**src/hw/rtl/xvht_pkg.sv**
```systemverilog
// Shared types, constants and helpers for the XOR-verified hash table.
// Used by xvht_store, xvht_ctrl and xor_verified_hash_table.
package xvht_pkg;

  // Table geometry
  localparam int TABLE_LOG2 = 12;
  localparam int SLOT_COUNT = 1 << TABLE_LOG2;

  // Item field widths
  localparam int KEY_W   = 64;
  localparam int SCORE_W = 16;
  localparam int EVAL_W  = 16;
  localparam int MOVE_W  = 16;
  localparam int DEPTH_W = 8;
  localparam int KIND_W  = 2;
  localparam int CFG_W   = 4;

  // Size register reset value
  localparam logic [CFG_W-1:0] INDEX_BITS_RESET = 4'd12;

  // Function codes
  localparam logic FUNC_PROBE = 1'b0;
  localparam logic FUNC_SAVE  = 1'b1;

  // Principal variation node kind
  localparam logic [KIND_W-1:0] KIND_PV = 2'd0;

  // Depth bonus given to a new save against the stored depth
  localparam logic [DEPTH_W:0] DEPTH_MARGIN = 9'd4;

  typedef logic [TABLE_LOG2-1:0] slot_t;

  // Data word, score in the low bits; bits above kind are always zero
  typedef struct packed {
    logic [KIND_W-1:0]  kind;
    logic [DEPTH_W-1:0] depth;
    logic [MOVE_W-1:0]  move;
    logic [EVAL_W-1:0]  eval;
    logic [SCORE_W-1:0] score;
  } data_t;

  localparam int DATA_W = $bits(data_t);

  typedef struct packed {
    logic [KEY_W-1:0] check;
    data_t            data;
  } entry_t;

  // Memory access request from the sequencer
  typedef struct packed {
    logic   rd_en;
    slot_t  rd_slot;
    logic   wr_en;
    slot_t  wr_slot;
    entry_t wr_entry;
  } mem_req_t;

  // Data word widened to the key width
  function automatic logic [KEY_W-1:0] widen(input data_t d);
    return {{(KEY_W-DATA_W){1'b0}}, d};
  endfunction

  // Slot index: key masked to index_bits, saturating at the table size
  function automatic slot_t slot_of(input logic [KEY_W-1:0] key,
                                    input logic [CFG_W-1:0] bits);
    slot_t s;
    for (int i = 0; i < TABLE_LOG2; i++) begin
      s[i] = key[i] & (32'(bits) > i);
    end
    return s;
  endfunction

endpackage

```
**src/hw/rtl/xvht_ctrl.sv**
```systemverilog
// Sequencer: clearing pass, probe/save read-modify-write and result register.
// Drives the slot memory in xvht_store through mem_req_t. Uses xvht_pkg.
module xvht_ctrl
  import xvht_pkg::*;
(
  input  logic                      clk,
  input  logic                      rst,
  input  logic [CFG_W-1:0]          index_bits,
  input  logic                      cfg_valid,
  output logic                      cfg_ready,
  input  logic                      in_valid,
  output logic                      in_stall,
  input  logic                      func,
  input  logic [KEY_W-1:0]          key,
  input  logic signed [SCORE_W-1:0] score,
  input  logic signed [EVAL_W-1:0]  pos_eval,
  input  logic [MOVE_W-1:0]         best_move,
  input  logic [DEPTH_W-1:0]        search_depth,
  input  logic [KIND_W-1:0]         node_kind,
  output logic                      out_valid,
  input  logic                      out_stall,
  output logic                      hit,
  output logic                      written,
  output logic signed [SCORE_W-1:0] found_score,
  output logic signed [EVAL_W-1:0]  found_eval,
  output logic [MOVE_W-1:0]         found_move,
  output logic [DEPTH_W-1:0]        found_depth,
  output logic [KIND_W-1:0]         found_kind,
  output mem_req_t                  req,
  input  entry_t                    rd_entry
);

  localparam logic PH_IDLE = 1'b0;
  localparam logic PH_EVAL = 1'b1;

  logic  phase;
  logic  clearing;
  slot_t clr_slot;

  // Item held while its slot is read
  logic             func_q;
  logic [KEY_W-1:0] key_q;
  data_t            fresh_q;
  slot_t            slot_q;

  logic  accept;
  logic  cfg_wr;
  logic  out_load;
  logic  verified;
  logic  replace;
  data_t stored;
  data_t fresh_next;

  // Handshakes; a config write wins over an item in the same cycle
  assign cfg_ready = (phase == PH_IDLE);
  assign cfg_wr    = cfg_valid && cfg_ready;
  assign in_stall  = clearing || (phase != PH_IDLE) || cfg_valid;
  assign accept    = in_valid && !in_stall;
  assign out_load  = (phase == PH_EVAL) && (!out_valid || !out_stall);

  // Pack the incoming fields
  always_comb begin
    fresh_next.score = score;
    fresh_next.eval  = pos_eval;
    fresh_next.move  = best_move;
    fresh_next.depth = search_depth;
    fresh_next.kind  = node_kind;
  end

  // Verify the slot and decide on replacement
  assign stored   = rd_entry.data;
  assign verified = (rd_entry.check ^ widen(stored)) == key_q;
  assign replace  = (fresh_q.kind == KIND_PV) || !verified ||
                    (({1'b0, fresh_q.depth} + DEPTH_MARGIN) > {1'b0, stored.depth});

  // Memory requests: read at accept, write back or clear
  always_comb begin
    req.rd_en    = accept;
    req.rd_slot  = slot_of(key, index_bits);
    req.wr_en    = 1'b0;
    req.wr_slot  = slot_q;
    req.wr_entry = '0;
    if (clearing) begin
      req.wr_en   = 1'b1;
      req.wr_slot = clr_slot;
    end else if (out_load && (func_q == FUNC_SAVE) && replace) begin
      req.wr_en          = 1'b1;
      req.wr_entry.check = key_q ^ widen(fresh_q);
      req.wr_entry.data  = fresh_q;
    end
  end

  // Clearing pass, one slot a cycle
  always_ff @(posedge clk) begin
    if (rst || cfg_wr) begin
      clearing <= 1'b1;
      clr_slot <= '0;
    end else if (clearing) begin
      clr_slot <= clr_slot + 1'b1;
      if (&clr_slot) begin
        clearing <= 1'b0;
      end
    end
  end

  // Phase sequencer
  always_ff @(posedge clk) begin
    if (rst) begin
      phase <= PH_IDLE;
    end else if (accept) begin
      phase <= PH_EVAL;
    end else if (out_load) begin
      phase <= PH_IDLE;
    end
  end

  // Item capture
  always_ff @(posedge clk) begin
    if (accept) begin
      func_q  <= func;
      key_q   <= key;
      fresh_q <= fresh_next;
      slot_q  <= slot_of(key, index_bits);
    end
  end

  // Result register
  always_ff @(posedge clk) begin
    if (rst) begin
      out_valid <= 1'b0;
    end else if (out_load) begin
      out_valid <= 1'b1;
    end else if (!out_stall) begin
      out_valid <= 1'b0;
    end
  end

  always_ff @(posedge clk) begin
    if (out_load) begin
      hit         <= (func_q == FUNC_PROBE) && verified;
      written     <= (func_q == FUNC_SAVE) && replace;
      found_score <= '0;
      found_eval  <= '0;
      found_move  <= '0;
      found_depth <= '0;
      found_kind  <= '0;
      if ((func_q == FUNC_PROBE) && verified) begin
        found_score <= stored.score;
        found_eval  <= stored.eval;
        found_move  <= stored.move;
        found_depth <= stored.depth;
        found_kind  <= stored.kind;
      end
    end
  end

  // An accepted item is evaluated next cycle
  a_accept_eval: assert property (@(posedge clk) disable iff (rst)
    accept |=> (phase == PH_EVAL))
    else $error("accepted item did not enter evaluation");

  // No item is in flight during a clearing pass
  a_no_eval_clear: assert property (@(posedge clk) disable iff (rst)
    (phase == PH_EVAL) |-> !clearing)
    else $error("item evaluated during clearing pass");

  // A stalled evaluation keeps its slot and writes nothing
  a_eval_hold: assert property (@(posedge clk) disable iff (rst)
    ((phase == PH_EVAL) && !out_load) |-> !req.wr_en ##1 ((phase == PH_EVAL) && $stable(slot_q)))
    else $error("stalled evaluation lost its slot or wrote early");

  // Memory writes come only from clearing or a completing save
  a_write_source: assert property (@(posedge clk) disable iff (rst)
    req.wr_en |-> (clearing || (out_load && (func_q == FUNC_SAVE))))
    else $error("unexpected slot memory write");

endmodule

```
**config.mk**
```make
export PLATFORM = sky130hd
export DESIGN_NAME = xvht_ctrl
export DESIGN_NICKNAME = d
export VERILOG_FILES = /design/src/hw/rtl/xvht_pkg.sv /design/src/hw/rtl/xvht_ctrl.sv
export SDC_FILE = /design/constraint.sdc
export NUM_CORES = 1
export LEC_CHECK = 0
export BUFFER_PORTS_ARGS = -buffer_cell sky130_fd_sc_hd__buf_2
export CORE_AREA = 2 2 180 182
export CTS_CLUSTER_SIZE = 16
export DETAILED_ROUTE_END_ITERATION = 10
export DIE_AREA = 0 0 182 184
export PLACE_DENSITY = 0.66
export SYNTH_ARGS = -nofsm -noshare
export SYNTH_HDL_FRONTEND = slang
export SYNTH_SLANG_ARGS = --single-unit
export TNS_END_PERCENT = 5
```
**constraint.sdc**
```tcl
create_clock -name clk -period 6.7 [get_ports clk]
set_clock_uncertainty 0.05 [all_clocks]
set_input_delay 0.335 -clock clk [delete_from_list [all_inputs] [get_ports clk]]
set_output_delay 0.335 -clock clk [all_outputs]
set_load 0.01 [all_outputs]
```
# == Word level (Yosys, flattened, before mapping) ==
# Cells that the tools add are included.
# word_totals
reg_bits,210
in_bits,254
wordCells,83
# classes
addsub,2
order_cmp,13
eq_ne,2
muxes,11
bitwise_logic,16
reduce_logical,20
# op_table
op,n
122-bit two-way mux,2
64-bit by 58-bit bitwise XOR with 64-bit output,2
64-bit equality test,1
4-bit by 3-bit > comparator with 1-bit output (second input constant),4
4-bit > comparator (second input constant),4
12-bit by 1-bit adder with 12-bit output (second input constant),1
1-bit AND,12
12-bit two-way mux,1
12-bit AND reduction,1
8-bit by 3-bit adder with 9-bit output (second input constant),1
9-bit by 8-bit > comparator with 1-bit output,1
4-bit by 1-bit > comparator with 1-bit output (second input constant),2
4-bit by 2-bit > comparator with 1-bit output (second input constant),2
1-bit two-way mux,8
1-bit logical AND,7
1-bit logical OR,6
1-bit zero test,4
2-bit zero test,1
2-bit by 1-bit != test with 1-bit output (second input constant),1
1-bit inverter,2
2-bit nonzero test,1

# == Longest topological paths before layout ==
# depth
depth_word,8
ltp_mapped,11

# == Least setup slack after synthesis ==
# Ideal clock, no wire load.
# synth_path
kind,reg-to-output
startpoint,reg phase
endpoint,out req[147] (netlist bit)
arrival_time_ns,7.111
required_ns,6.315
slack_ns,-0.796
path_stages_with_launch,4
cell_sequence,dfxtp_1 > or3_1 > nor2_1 > buf_4
# synth_via
elab_chain_len,4
# synth_lines
item,line_no,rtl
from (decl),xvht_ctrl.sv:36,logic phase;
from (signal assigned),xvht_ctrl.sv:109,phase <= PH_IDLE;
from (signal assigned),xvht_ctrl.sv:111,phase <= PH_EVAL;
from (signal assigned),xvht_ctrl.sv:113,phase <= PH_IDLE;
1-bit logical OR (2 in a row),xvht_ctrl.sv:57,assign in_stall = clearing || (phase != PH_IDLE) || cfg_valid;
net in_stall,xvht_ctrl.sv:12,"output logic in_stall,"
1-bit zero test,xvht_ctrl.sv:58,assign accept = in_valid && !in_stall;
1-bit logical AND,xvht_ctrl.sv:58,
to (decl),xvht_ctrl.sv:29,"output mem_req_t req,"
# The timed path passes the listed nets, and every way through them passes these cells.

==> flow_summary.json <==
{
  "outcome": "complete, no violations",
  "r2r_start": "key_q[19]",
  "clock-sinks": 210,
  "port_buffers": 464,
  "setup_viol": 0,
  "path_max_fanout": 62,
  "grt_pass1_vias": 8687,
  "antenna_found_initial": 4,
  "pwr-share-comb_pct": 8.2,
  "cp-endpoint": "req[31]",
  "netSwitchingFraction_pct": 21.1,
  "start_kind": "flop",
  "worstPathRequired_ns": 6.31,
  "async_reset_ff_share_pct": 0,
  "synth-compound-area-share_pct": 3.57,
  "reg2reg_depth": 8,
  "crit_family": "simple AND/OR/NAND/NOR gates",
  "tns_ns": 0,
  "initial_core_util_pct": 31.6,
  "ys_ff_latch": 210,
  "drive_above_1_share_pct": 38.3,
  "cpMaxStageDelayCell": "o31a_4",
  "die_h_microns": 184,
  "synth_cell_type_count": 50,
  "synth.avg_cell_area_sq_um": 13.1,
  "die-area_sq_mm": 0.0335,
  "cp.arrival_ns": 4.21,
  "maxCapViolCount": 0,
  "grt_max_degree": 63,
  "ant_nets": 0,
  "fmax_mhz": 218,
  "hold_viol_final": 0,
  "fp-row-count": 65,
  "p_per_area_mw_per_mm2": 210,
  "dp.cells": 1603,
  "max_slew_margin_pct": 38.9,
  "syn_area_sq_mm": 0.00993,
  "via_count": 8228,
  "place_congestion": 0.840,
  "drc": 0,
  "fin_util_pct": 47.1,
  "leakagePower_uw": 0.00640,
  "cts_resized": 0,
  "vdd_drop_max_v": 0.000189,
  "cp-end-kind": "output pin",
  "synth_top_family_by_area": "XOR/XNOR gates",
  "seq_area_frac_synth_pct": 62.0,
  "pwr-share-clk_pct": 45.9,
  "tightestPinTransition_ns": 0.914,
  "path_common_cell": "xnor2_1",
  "grt.total_usage_pct": 21.2,
  "drtIter0Drc": 520,
  "core_area_sq_mm": 0.0314,
  "regToRegSetupSlack_ns": 2.57,
  "final_nets": 1617,
  "rr_endpoint": "found_move[12]",
  "globalRouteOverflowTotal": 0,
  "synthAdderAreaFrac_pct": 1.26,
  "critPathKind": "flop to output pin",
  "holdWs_ns": 0.0608,
  "cts_buffers": 26,
  "rsz0062_at_grt": "no",
  "synth_nets": 1020,
  "dp_hpwl_mm": 27.6,
  "die_w_microns": 182,
  "root_buffer": "clkbuf_16",
  "cts_tree": "yes",
  "fill_cells": 2862,
  "yosys.area_share.simple_pct": 14.2,
  "synth_ff_type": "edfxtp_1",
  "drt-total-wl_mm": 36.9,
  "vias_per_cell": 4.63,
  "maxSlewViolCount": 0,
  "path_clk_slew_ns": 0.06,
  "crit_path_cell_trace": "xnor2_1 > xnor2_1 > nor4_1 > nand4_1 > or4_4 > o31a_4 > and2_1 > buf_2",
  "synth_edf_count": 195,
  "seq_power_share_pct": 45.9,
  "synth.area.mux_share_pct": 1.46,
  "cts_max_path_buffers": 3,
  "timing.final.crit_share_pct": 68.6,
  "first_pass_iters": 5,
  "critical_path_depth": 8,
  "wl_per_cell_microns": 20.7,
  "p_int_uw": 2450,
  "clkLatencyLatePin_ns": 0.53,
  "syn_to_final_growth_pct": 48.9,
  "critPathMaxStageDelay_ns": 0.65,
  "critPathLaunch": "key_q[16]",
  "grt_first_pass_wirelength_mm": 52.7,
  "p_sw_uw": 654,
  "synth_warnings": 0,
  "synth_cells": 756,
  "min_path_type": "primary input to flop",
  "worst-path-buf-inv": 1,
  "io_pins": 465,
  "period_minus_slack_ns": 4.60,
  "h-tree-depth": 1,
  "final_cells": 1777,
  "synth_xor_area_share_pct": 15.4
}
## synth_stat cells (all sizes together) (2+ instances only)
cell     instances  share of area, %
or3              3              0.19
o31a             2              0.26
inv             12              0.45
nor3             4              0.25
mux2            12               1.4
a21oi            7              0.35
clkbuf          11              0.42
nor2b            3              0.19
nand3            8              0.40
o21a             2              0.15
nand4           13              0.82
xnor2          148                13
or4              2              0.19
nand2           10              0.38
and3             4              0.25
edfxtp         195                59
nor4            13              0.82
nor2            86               3.3
xor2            27               2.4
a21o             5              0.38
ha              10               1.3
buf             16               1.2
dfxtp           15               3.0
o2bb2ai          2              0.18
and2           115               7.2
a221oi           2              0.18
o22ai            6              0.38
a31oi            2              0.13
a211oi           3              0.23
o21ai            4              0.20
## cell type report
cell class,instances,area (sq um),area share [%]
antenna,5,12.5,0.0846
clock buffer,32,694,4.70
clock inverter,13,160,1.08
inverter,12,45.0,0.305
multi-input combinational,507,3590,24.3
sequential,210,6160,41.6
tap,402,503,3.40
timing repair buffer,596,3620,24.5
## repair_timing
action                    CTS  global route
hold endpoints to repair  125             0
hold buffers              124             0
buffers inserted            0             0
## layer usage
layer	vias up	routed length, microns	global-route usage [%]
met4	0	1020	6.19
met5	-	0	0
met2	415	18500	37.9
met3	55	2800	4.71
met1	3915	14500	25.6
li1	3843	-	-
## registers in the layout, summed over array words and instances (netlist names)
| signal | flops |
|---|---|
| fresh_q | 58 |
| slot_q | 12 |
| key_q | 64 |
| clearing | 1 |
| func_q | 1 |
| phase | 1 |
| clr_slot | 12 |
| out_valid | 1 |
| found_score | 16 |
| found_eval | 16 |
| written | 1 |
| found_kind | 2 |
| hit | 1 |
| found_move | 16 |
| found_depth | 8 |
## power by group through the flow
stage                     Combinational [uW]  Clock, uW  Sequential, uW
after global routing                     275       1490            1430
final                                    255       1420            1430
after global placement                   196          0            1450
after floorplan                         72.1          0            1450
after detailed placement                 198          0            1450
after CTS                                256       1460            1430
## how the worst min path moves through the flow
| stage | endpoint | cells after the start | startpoint | slack, ns |
|---|---|---|---|---|
| 3_3_place_gp | out_valid | 2 | phase | 0.44 |
| 2_1_floorplan | out_valid | 1 | rst | 0.36 |
| 5_1_grt | found_eval[9] | 2 | rd_entry[25] | 0.05 |
| 6_report | found_move[6] | 2 | rd_entry[38] | 0.06 |
| 4_1_cts | found_score[12] | 2 | rd_entry[12] | 0.02 |
| 3_5_place_dp | fresh_q[13] | 1 | score[13] | 0.46 |
## layout by cell type, fill, tap and decap left out, types with 5 or more instances in the layout
master and n:
nor4_1 13, dfxtp_1 15, nand3_1 8, dlygate4sd3_1 124
buf_2 464, edfxtp_1 195, inv_1 12, nand4_1 13
and2_1 115, xnor2_1 148, buf_4 8, clkbuf_1 5
ha_1 10, clkinv_1 6, a21oi_1 6, diode_2 5
nand2_1 10, xor2_1 27, clkbuf_16 27, o22ai_1 6
nor2_1 85, mux2_2 12, a21o_1 5
## through the flow
stage / setup WS, ns / power, uW / area (sq um)
2_1_floorplan: 1.59 / 1530 / 9930
3_3_place_gp: 2.44 / 1650 / 12700
3_5_place_dp: 2.33 / 1650 / 12700
4_1_cts: 1.88 / 3140 / 14800
5_1_grt: 1.76 / 3190 / 14800
6_report: 2.10 / 3110 / 14800
## kinds of logic (layout without fill, tap and decap cells)
| logic type | Yosys count | in the layout |
|---|---|---|
| compound gates | 46 | 46 |
| xor+xnor | 175 | 175 |
| fa+ha+maj | 10 | 10 |
| buf+inv | 39 | 653 |
| flops | 210 | 210 |
| mux | 13 | 13 |
| other cells | 0 | 5 |
| simple gates | 263 | 263 |
(Power assumes the default switching activity.)
